--- src/hw/rtl/lzw_st_pkg.sv ---
`timescale 1ns / 1ps
// Shared types and constants of the LZW string table.
// No dependencies; imported by every module of the block.
package lzw_st_pkg;

  // Default sizes, handed to the top-level parameters
  localparam int TABLE_DEPTH_DEF = 4096;
  localparam int MAX_LEN_DEF     = 64;

  // Fixed field widths
  localparam int OP_W   = 2;
  localparam int CODE_W = 12;
  localparam int BYTE_W = 8;
  localparam int LEN_W  = 7;
  localparam int STAT_W = 2;

  // Depth of the command and result queues (power of two)
  localparam int QUEUE_DEPTH = 4;

  // Operation codes
  localparam logic [OP_W-1:0] OP_NEW    = 2'd0;
  localparam logic [OP_W-1:0] OP_EXTEND = 2'd1;
  localparam logic [OP_W-1:0] OP_SUFFIX = 2'd2;
  localparam logic [OP_W-1:0] OP_READ   = 2'd3;

  // Status codes
  localparam logic [STAT_W-1:0] ST_OK       = 2'd0;
  localparam logic [STAT_W-1:0] ST_FULL     = 2'd1;
  localparam logic [STAT_W-1:0] ST_LONG     = 2'd2;
  localparam logic [STAT_W-1:0] ST_UNFILLED = 2'd3;

  // One command waiting for the engine
  typedef struct packed {
    logic [OP_W-1:0]   op;
    logic [CODE_W-1:0] code;
    logic [BYTE_W-1:0] value;
    logic              emits;  // command produces at least one result beat
  } cmd_t;

  // One result beat
  typedef struct packed {
    logic [BYTE_W-1:0] data_byte;
    logic [CODE_W-1:0] new_code;
    logic              last;
    logic [STAT_W-1:0] status;
  } res_t;

endpackage

--- src/hw/rtl/lzw_st_front.sv ---
`timescale 1ns / 1ps
// Front end: accepts input beats, tags them and queues them as commands.
// Depends on lzw_st_pkg.
module lzw_st_front (
  input  logic                          clk,
  input  logic                          rst_n,
  input  logic                          push,
  output logic                          full,
  input  logic [lzw_st_pkg::OP_W-1:0]   in_op,
  input  logic [lzw_st_pkg::CODE_W-1:0] in_code,
  input  logic [lzw_st_pkg::BYTE_W-1:0] in_value,
  output logic                          cmd_empty,
  input  logic                          cmd_pop,
  output lzw_st_pkg::cmd_t              cmd_head
);
  import lzw_st_pkg::*;

  localparam int QW = $clog2(QUEUE_DEPTH);

  cmd_t           q_mem [QUEUE_DEPTH];
  logic [QW-1:0]  wr_ptr_r;
  logic [QW-1:0]  rd_ptr_r;
  logic [QW:0]    cnt_r;
  logic           accept;
  logic           take;
  cmd_t           cmd_in;

  assign full      = (cnt_r == (QW+1)'(QUEUE_DEPTH));
  assign cmd_empty = (cnt_r == '0);
  assign accept    = push && !full;
  assign take      = cmd_pop && !cmd_empty;
  assign cmd_head  = q_mem[rd_ptr_r];

  // Classify: only a suffix update is silent
  always_comb begin
    cmd_in.op    = in_op;
    cmd_in.code  = in_code;
    cmd_in.value = in_value;
    cmd_in.emits = (in_op != OP_SUFFIX);
  end

  // Queue pointers and fill level
  always_ff @(posedge clk) begin
    if (!rst_n) begin
      wr_ptr_r <= '0;
      rd_ptr_r <= '0;
      cnt_r    <= '0;
    end else begin
      if (accept) wr_ptr_r <= QW'(wr_ptr_r + 1'b1);
      if (take)   rd_ptr_r <= QW'(rd_ptr_r + 1'b1);
      if (accept && !take)      cnt_r <= (QW+1)'(cnt_r + 1'b1);
      else if (take && !accept) cnt_r <= (QW+1)'(cnt_r - 1'b1);
    end
  end

  // Queue storage
  always_ff @(posedge clk) begin
    if (accept) q_mem[wr_ptr_r] <= cmd_in;
  end

endmodule

--- config.mk ---
export PLATFORM = sky130hd
export DESIGN_NAME = lzw_st_front
export DESIGN_NICKNAME = d
export VERILOG_FILES = /design/src/hw/rtl/lzw_st_pkg.sv /design/src/hw/rtl/lzw_st_front.sv
export SDC_FILE = /design/constraint.sdc
export NUM_CORES = 1
export LEC_CHECK = 0
export ABC_AREA = 1
export BUFFER_PORTS_ARGS = -buffer_cell sky130_fd_sc_hd__buf_2
export CAP_MARGIN = 30
export CORE_AREA = 2 2 92 94
export DETAILED_ROUTE_END_ITERATION = 10
export DIE_AREA = 0 0 94 96
export PLACE_DENSITY = 0.7
export SLEW_MARGIN = 20
export SYNTH_ARGS = -nofsm -noshare
export SYNTH_HDL_FRONTEND = slang
export SYNTH_SLANG_ARGS = --single-unit
export TNS_END_PERCENT = 20
--- constraint.sdc ---
create_clock -name clk -period 4.2 [get_ports clk]
set_input_delay 0.42 -clock clk [delete_from_list [all_inputs] [get_ports clk]]
set_output_delay 0.42 -clock clk [all_outputs]
set_load 0.02 [all_outputs]
==> flow_summary_export.csv <==
group,metric,value,unit
timing,finalMaxSlewViolations,0,
timing,worst_pin_slew,0.883,ns
power_and_ir_drop,total_power,2.58,mW
clocking,clock_sink_count,101,
setup_path,cp-end-kind,"output port",
synth,synth_edf_count,92,
floorplan,die_w,94,um
synth,synth-seq-area-share,74.7,%
final_layout,drive_gt1_share,23.1,%
final_layout,fin_area,4430,um^2
clocking,clock-root-buffer,"clkbuf_8",
placed_design,place.gp.congestion,0.724,
drt,routed_wl,7160,um
placed_design,dp_hpwl,4360,um
clocking,ctsResizeCount,0,
setup_path,cp.arrival,2.06,ns
clocking,cts_buffers,9,
synth,netlist_instances,294,
synth,synth_top_cell_by_area,"edfxtp_1",
final_layout,syn_to_final_growth,12.4,%
drt,post-route-drc-count,0,
timing,rsz0062_at_grt,"no",
setup_path,cp_slowest_cell,"dfxtp_2",
power_and_ir_drop,p_per_area,582,nW/um^2
setup_path,cp_max_fo,47,
floorplan,io_pins,51,
synth,ys_warn_count,0,
synth,ys_types,22,
timing,finalHoldViolCount,0,
job,cap_violations,0,
placed_design,dpl_cell_area,4250,um^2
synth,synth_top_flop_cell,"edfxtp_1",
final_layout,num_antenna_cells,0,
synth,synth.cell_area,3940,um^2
drt,routedWlPerCell,15.7,um
power_and_ir_drop,ir_worst_vdd,0.000364,V
setup_path,required,3.78,ns
timing,fin_crit,2.48,ns
placed_design,numPortBuffers,50,
drt,ant_nets,0,
setup_path,path_buf_inv,2,
grt,grt_first_pass_wirelength,11100,um
floorplan,coreArea,8050,um^2
synth,ys_ff_latch,101,
clocking,clkTransAtPathRegs,0.10,ns
timing,finalSetupViolations,0,
setup_path,slowest_delay,0.92,ns
final_layout,fillerInstances,689,
timing,finClkSkew,0.0143,ns
clocking,cts_tree,"done",
clocking,clock_latency,0.37,ns
setup_path,cp_cell_sequence,"inv_8 -> o21ai_0 -> o22ai_1 -> buf_2",
synth,syn-num-nets,326,
timing,finalCritPeriodShare,59.0,%
clocking,post-cts-setup-buffers,0,
drt,num_vias,2402,
setup_path,crit_type,"flop to output port",
grt,gr-total-overflow,0,
timing,clock.fmax,403,MHz
synth,synth.avg_cell_area,13.4,um^2
clocking,postCtsHoldBufs,0,
floorplan,dieHeight,96,um
synth,yosysTopAreaCellShare,70.2,%
setup_path,startpoint_type,"flop",
setup_path,cp_top_family,"flip-flops",
floorplan,rows,33,
grt,antenna_found_initial,0,
timing,relSlewSlack,41.1,%
timing,tns,0,ns
floorplan,dieArea,9020,um^2
grt,grt_max_degree,48,
synth,synth.most_common_cell,"edfxtp_1",
clocking,htreeDepth,3,
synth,async_flop_share,0,%
final_layout,final_nets,378,
grt,grt_pass1_vias,2244,
drt,avgViaCountPerCell,5.27,
status,status,"finished, final reports clean",
floorplan,initial_utilization,48.9,%
power_and_ir_drop,power.leakage,1.60,nW
drt,drt_pass1_iterations,4,
hold_path,worstHoldPathType,"input port to flop",
synth,synthTopCellsByCount,"92 x edfxtp_1, 59 x nor2_1, 30 x o21ai_0, 23 x o22ai_1, 17 x o21ai_1",
grt,grtUsageTotal,16.8,%
drt,drtIter0Drc,116,
synth,netlist_top_cells_area,"edfxtp_1 70%, nor2_1 5.6%, dfxtp_1 4.6%",
clocking,clk_path_buf_depth,2,
metal layers:
metal / vias up / wire length, um / global-route usage [%]
li1: 1168 / - / -
met1: 1182 / 3150 / 21.2
met2: 43 / 3630 / 28.2
met3: 9 / 266 / 3.60
met4: 0 / 116 / 7.25
met5: - / 0 / 0
flip-flops by register name, indices dropped and copies added, names as in the netlist, named ones only:
register and cells:
cnt_r 3, wr_ptr_r 2, q_mem 92, rd_ptr_r 2
worst paths after layout:
check	startpoint	to	slack, ns	cells after the start
setup / recovery	flop	cmd_head[17]	1.72	4
hold / removal	in_code[11]	q_mem[3][20]	0.26	1
setup reg to reg	cnt_r[1]	cnt_r[1]	2.29	9
hold reg to reg	rd_ptr_r[0]	rd_ptr_r[0]	0.53	2
metrics by stage:
| stage | worst slack, ns | cells | hold WS (ns) | util, % |
|---|---|---|---|---|
| after floorplan | 2.20 | 294 | 0.464 | - |
| after global placement | 2.10 | 440 | 0.487 | 52.8 |
| after detailed placement | 2.05 | 440 | 0.500 | 52.8 |
| after CTS | 1.66 | 456 | 0.254 | 55.0 |
| after global routing | 1.50 | 456 | 0.252 | 55.0 |
| final | 1.72 | 456 | 0.262 | 55.0 |
power by group:
| part | leakage (nW) | total [mW] | switching [mW] | internal, mW |
|---|---|---|---|---|
| registers | 0.916 | 1.31 | 0.0915 | 1.22 |
| logic | 0.605 | 0.720 | 0.488 | 0.232 |
| clock network | 0.0832 | 0.541 | 0.325 | 0.216 |
final cells by class:
class / instances / area, um^2 / share of cell area (%)
flip-flops and latches: 101 / 2940 / 66.5
multi-input cells: 161 / 818 / 18.5
repair buffers: 54 / 280 / 6.33
well taps: 105 / 131 / 2.97
clock buffers: 9 / 124 / 2.80
inverters: 19 / 78.8 / 1.78
clock inverters: 7 / 50.0 / 1.13
cells in the final DEF, fill, tap and decap left out, types with 3 or more instances in the layout:
master    netlist  routed
nor2_1         59      55
nor2_2          1       5
a21oi_1         3       3
o21ai_0        30      30
clkbuf_8        0       9
ha_1            5       5
edfxtp_1       92      92
o21ai_1        17      17
nand3_1         4       4
inv_1          16      16
nand2_1        13      13
buf_4           2       4
nand2_2         3       3
o22ai_1        23      23
dfxtp_1         9       8
buf_2           4      50
cell families after synthesis:
family	after synthesis	synth area share, %
flip-flops	101	74.7
buffers and inverters	32	4.73
adder cells (fa/ha/maj)	6	2.10
AND/OR/NAND/NOR	81	8.20
XOR/XNOR	1	0.222
AO/OA/AOI/OAI	73	10.0
Power figures use the tool's default switching activity.
