$ cat src/hw/rtl/lzw_st_pkg.sv
`timescale 1ns / 1ps
// Shared types and constants of the LZW string table.
// No dependencies; imported by every module of the block.
package lzw_st_pkg;

  // Default sizes, handed to the top-level parameters
  localparam int TABLE_DEPTH_DEF = 4096;
  localparam int MAX_LEN_DEF     = 64;

  // Fixed field widths
  localparam int OP_W   = 2;
  localparam int CODE_W = 12;
  localparam int BYTE_W = 8;
  localparam int LEN_W  = 7;
  localparam int STAT_W = 2;

  // Depth of the command and result queues (power of two)
  localparam int QUEUE_DEPTH = 4;

  // Operation codes
  localparam logic [OP_W-1:0] OP_NEW    = 2'd0;
  localparam logic [OP_W-1:0] OP_EXTEND = 2'd1;
  localparam logic [OP_W-1:0] OP_SUFFIX = 2'd2;
  localparam logic [OP_W-1:0] OP_READ   = 2'd3;

  // Status codes
  localparam logic [STAT_W-1:0] ST_OK       = 2'd0;
  localparam logic [STAT_W-1:0] ST_FULL     = 2'd1;
  localparam logic [STAT_W-1:0] ST_LONG     = 2'd2;
  localparam logic [STAT_W-1:0] ST_UNFILLED = 2'd3;

  // One command waiting for the engine
  typedef struct packed {
    logic [OP_W-1:0]   op;
    logic [CODE_W-1:0] code;
    logic [BYTE_W-1:0] value;
    logic              emits;  // command produces at least one result beat
  } cmd_t;

  // One result beat
  typedef struct packed {
    logic [BYTE_W-1:0] data_byte;
    logic [CODE_W-1:0] new_code;
    logic              last;
    logic [STAT_W-1:0] status;
  } res_t;

endpackage

$ cat src/hw/rtl/lzw_st_resq.sv
`timescale 1ns / 1ps
// Result queue between the engine and the output ports.
// Depends on lzw_st_pkg.
module lzw_st_resq (
  input  logic                          clk,
  input  logic                          rst_n,
  input  logic                          res_push,
  input  lzw_st_pkg::res_t              res_beat,
  output logic                          res_full,
  output logic                          empty,
  input  logic                          pop,
  output logic [lzw_st_pkg::BYTE_W-1:0] out_data_byte,
  output logic [lzw_st_pkg::CODE_W-1:0] out_new_code,
  output logic                          out_last,
  output logic [lzw_st_pkg::STAT_W-1:0] out_status
);
  import lzw_st_pkg::*;

  localparam int QW = $clog2(QUEUE_DEPTH);

  res_t          q_mem [QUEUE_DEPTH];
  logic [QW-1:0] wr_ptr_r;
  logic [QW-1:0] rd_ptr_r;
  logic [QW:0]   cnt_r;
  logic          take;
  logic          put;
  res_t          head;

  assign res_full = (cnt_r == (QW+1)'(QUEUE_DEPTH));
  assign empty    = (cnt_r == '0);
  assign put      = res_push && !res_full;
  assign take     = pop && !empty;
  assign head     = q_mem[rd_ptr_r];

  assign out_data_byte = head.data_byte;
  assign out_new_code  = head.new_code;
  assign out_last      = head.last;
  assign out_status    = head.status;

  // Pointers and level
  always_ff @(posedge clk) begin
    if (!rst_n) begin
      wr_ptr_r <= '0;
      rd_ptr_r <= '0;
      cnt_r    <= '0;
    end else begin
      if (put)  wr_ptr_r <= QW'(wr_ptr_r + 1'b1);
      if (take) rd_ptr_r <= QW'(rd_ptr_r + 1'b1);
      if (put && !take)      cnt_r <= (QW+1)'(cnt_r + 1'b1);
      else if (take && !put) cnt_r <= (QW+1)'(cnt_r - 1'b1);
    end
  end

  // Storage
  always_ff @(posedge clk) begin
    if (put) q_mem[wr_ptr_r] <= res_beat;
  end

endmodule

$ cat config.mk
export PLATFORM = sky130hd
export DESIGN_NAME = lzw_st_resq
export DESIGN_NICKNAME = d
export VERILOG_FILES = /design/src/hw/rtl/lzw_st_pkg.sv /design/src/hw/rtl/lzw_st_resq.sv
export SDC_FILE = /design/constraint.sdc
export NUM_CORES = 1
export LEC_CHECK = 0
export BUFFER_PORTS_ARGS = -buffer_cell sky130_fd_sc_hd__buf_2
export CAP_MARGIN = 15
export CORE_UTILIZATION = 55
export CTS_BUF_LIST = sky130_fd_sc_hd__clkbuf_2 sky130_fd_sc_hd__clkbuf_4 sky130_fd_sc_hd__clkbuf_8
export DETAILED_ROUTE_END_ITERATION = 10
export PLACE_DENSITY = 0.76
export SYNTH_ARGS = -nofsm -noshare
export SYNTH_HDL_FRONTEND = slang
export SYNTH_SLANG_ARGS = --single-unit
$ cat constraint.sdc
create_clock -name clk -period 2.56 [get_ports clk]
set_clock_uncertainty 0.2 [all_clocks]
set_input_delay 0.256 -clock clk [delete_from_list [all_inputs] [get_ports clk]]
set_output_delay 0.256 -clock clk [all_outputs]
set_load 0.1 [all_outputs]
==> results.md <==
- Number of antenna repair diodes: 0
- Antenna violations before repair: 0
- Gate family responsible for the most delay along the worst path: multiplexers
- Most heavily used metal layer in global routing: met2
- Switching power share of the total: 40.0%
- Status: finished clean
- WL/cell: 18.4 um
- Routability cong.: 0.692
- Endpoint class of the critical path: output pin
- Synth Warn #: 0
- Number of design-rule violations left by the first detailed-router iteration: 62
- Area of the mapped netlist: 3830 um^2
- Number of global-route vias before repair: 1970
- Total Routing Usage GR: 19.4%
- Switching power summed over all nets: 0.00255 W
- TritonCTS clock tree: done
- Area of the core: 6760 um^2
- Skew-Pair Late Insertion Delay: 0.36 ns
- Share of synthesized cell area in and, or, nand and nor gates: 2.65%
- Met2 Resource Use GR: 31.3%
- Combinational share of power: 48.0%
- Via density per instance: 5.44
- CTS Root Buffer Type: clkbuf_8
- Total Neg Setup Slack: 0 ns
- CTS H-tree depth: 3
- Class of the tightest hold or removal check: input port to flip-flop
- GR met1 Demand/Resource: 24.5%
- Register area share after synthesis: 76.8%
- ANT nets after route: 0
- Placed instance area: 4580 um^2
- Initial core utilization: 56.7%
- Number of buffers and inverters on the critical path: 2
- Final standard cell count with taps included and fillers excluded: 340
- Largest buffer count on any clock path: 2
- Total wirelength of the detailed-routed design: 6250 um
- Congestion Overflow GR: 0
- Cts bufs inserted: 9
- # rows: 30
- Post-CTS setup buffers: 0
- Portion of total power attributed to the clock network: 18.5%
- Count of final max-slew check failures: 0
- Endpoint arrival time on the critical path: 1.91 ns
- Clock sinks: 101
- Synth Register Bits: 101
- Max capacitance violation total: 0
- Unrepaired setup endpoints after global routing: false
- Library cell contributing the largest single delay on the critical path: mux4_2
- Part of the total power dissipated in sequential elements: 33.5%
- Fraction of layout cells with a size suffix above 1: 41.5%
- Global-route wire length before repair: 9980 um
- Synthesized-area fraction occupied by ao, oa, aoi and oai cells: 0.882%
- Final instance area: 5050 um^2
- Worst rel slew slack: 67.4%
- Buffers added on ports: 51
- Post-Place Setup Slack: 0.269 ns
- Count of cells resized by post-cts repair: 0
- Number of cells after detailed placement: 301
- Post-Syn Instances: 168
- Dominant combinational cell family by area after synthesis: multiplexers
- Cell internal power dissipation: 0.00382 W
- Power density of the placed cells: 1260 nW/um^2
- Xor-xnor portion of the synthesized cell area: 0.914%
- Area enclosed by the die boundary: 7300 um^2
- Detailed Routing Iterations Pass 1: 4
- Smallest setup slack after layout: 0.193 ns
- Distinct cell type count of the synthesized netlist: 23
- Worst-case vdd ir drop: 0.817 mV
- Lkg Pwr: 1.76 nW
- Startpoint-to-endpoint class of the critical path: flip-flop to output pin
- Slowest Stage Delay on Critical Path: 0.58 ns
- Worst path cell trace: buf_12 -> mux4_2 -> buf_12
- Placed wire-length estimate: 3880 um
- Startpoint type of the worst setup path: flip-flop
- Height of the chip: 85.5 um
- Pin count of the biggest net entering global routing: 24
- Layout area overhead: 31.9%
- Worst Max-Slew Pin Slew: 0.492 ns
- Overall via count from detail_route: 1849
- Layout Nets: 288
- Count of boundary I/O pins: 52
- Adder-cell share of the synthesized area: 2.16%
- Count of final hold-check violations: 0
- Clock slew at reported path FFs: 0.09 ns
- Max FO, Critical Path: 16
- Final critical delay including setup and external delays: 2.37 ns
- Required time at the worst-slack endpoint: 2.10 ns
- Max frequency: 0.422 GHz
- Share of the clock period used by the worst path: 92.5%
- Multiplexer fraction of the synthesized cell area: 14.3%
- Grt met3 use: 5.54%
- Filler Cell Count: 368
- Critical path's most frequent cell: buf_12
- Nets in the synthesized netlist: 201
- Width of the die: 85.5 um
- Synthesized area per cell: 22.8 um^2
- Setup violations, final: 0
- Hold slack final: 0.0200 ns
- DRC violations left: 0
Yosys cell counts (all sizes together):
| master | count | area share [%] |
|---|---|---|
| ha | 5 | 1.6 |
| nor3 | 1 | 0.13 |
| dfxtp | 9 | 4.7 |
| o31ai | 1 | 0.33 |
| o311ai | 1 | 0.23 |
| mux2i | 3 | 0.78 |
| edfxtp | 92 | 72 |
| nor3b | 1 | 0.33 |
| o21ai | 1 | 0.13 |
| or3 | 1 | 0.16 |
| clkbuf | 1 | 0.098 |
| mux4 | 23 | 14 |
| buf | 6 | 1.9 |
| a21boi | 1 | 0.20 |
| fa | 1 | 0.52 |
| and2 | 8 | 1.3 |
| nor2b | 2 | 0.33 |
| xnor2 | 3 | 0.69 |
| inv | 3 | 0.29 |
| nand2 | 4 | 0.39 |
| xor2 | 1 | 0.23 |
stage by stage:
| stage | util [%] | power [W] |
|---|---|---|
| after detailed placement | 67.8 | 0.00522 |
| after global placement | 67.8 | 0.00518 |
| final | 74.8 | 0.00637 |
| after floorplan | - | 0.00424 |
| after CTS | 74.8 | 0.00642 |
| after global routing | 74.8 | 0.00657 |
cells by family (layout without fill, tap and decap cells):
kind of cell	after synthesis	count (layout)
DFF	101	101
muxes	26	26
and+or+nand+nor	17	17
buffers and inverters	10	102
adders and majority gates	6	6
AOI/OAI and AO/OA	4	4
xor gates and xnor gates	4	4
state kept, by name, summed over array words and instances, names as in the netlist, named ones only:
name	cells
q_mem	92
cnt_r	3
wr_ptr_r	2
rd_ptr_r	2
power groups by stage:
stage          combinational [W]  sequential, W  clock [W]
2_1_floorplan            0.00213        0.00212          0
3_3_place_gp             0.00302        0.00216          0
3_5_place_dp             0.00305        0.00217          0
4_1_cts                  0.00308        0.00214    0.00120
5_1_grt                  0.00316        0.00216    0.00125
6_report                 0.00306        0.00213    0.00118
layout by cell type, fill, tap and decap left out, types with 4 or more instances in the layout:
master / count
and2_1: 8
buf_12: 25
buf_2: 28
buf_4: 7
clkbuf_8: 9
dfxtp_1: 5
dlygate4sd3_1: 23
edfxtp_1: 92
ha_1: 4
mux4_2: 23
nand2_1: 4
timing repair:
item / 4_1_cts / 5_1_grt
hold buffers: 23 / 0
setup endpoints to repair: 0 / 0
hold endpoints to repair: 92 / 0
final cells by class:
class	count	area [um^2]	area share [%]
timing repair buffer	83	923	18.3
inverter	3	11.3	0.223
tap	80	100	1.98
clock buffer	10	131	2.60
multi-input combinational	57	825	16.3
sequential	101	2950	58.4
clock inverter	6	113	2.23
worst register-to-register path: cells and delay by family, from the launching register on:
kind | cells | cell delay [ns]
adders and majority gates | 2 | 0.57
AOI/OAI and AO/OA | 2 | 0.56
xor gates and xnor gates | 1 | 0.15
buffers and inverters | 1 | 0.03
and+or+nand+nor | 1 | 0.30
DFF | 1 | 0.38
worst paths after layout:
check / to / start / depth (start not counted) / slack (ns)
worst max-delay path: out_data_byte[1] / flip-flop / 3 / 0.19
worst max register to register: cnt_r[2]$_SDFFE_PN0P_ / cnt_r[1]$_SDFFE_PN0P_ / 7 / 0.29
worst min-delay path: cnt_r[1]$_SDFFE_PN0P_ / rst_n / 2 / 0.02
worst min register to register: wr_ptr_r[1]$_SDFFE_PN0P_ / wr_ptr_r[1]$_SDFFE_PN0P_ / 2 / 0.31
routing by layer:
layer	up-vias	part of all wire, %
met4	0	2.5
met5	-	0
met1	935	41
li1	856	-
met2	45	52
met3	13	3.7
Note: power is estimated with default switching activity, not from simulation.
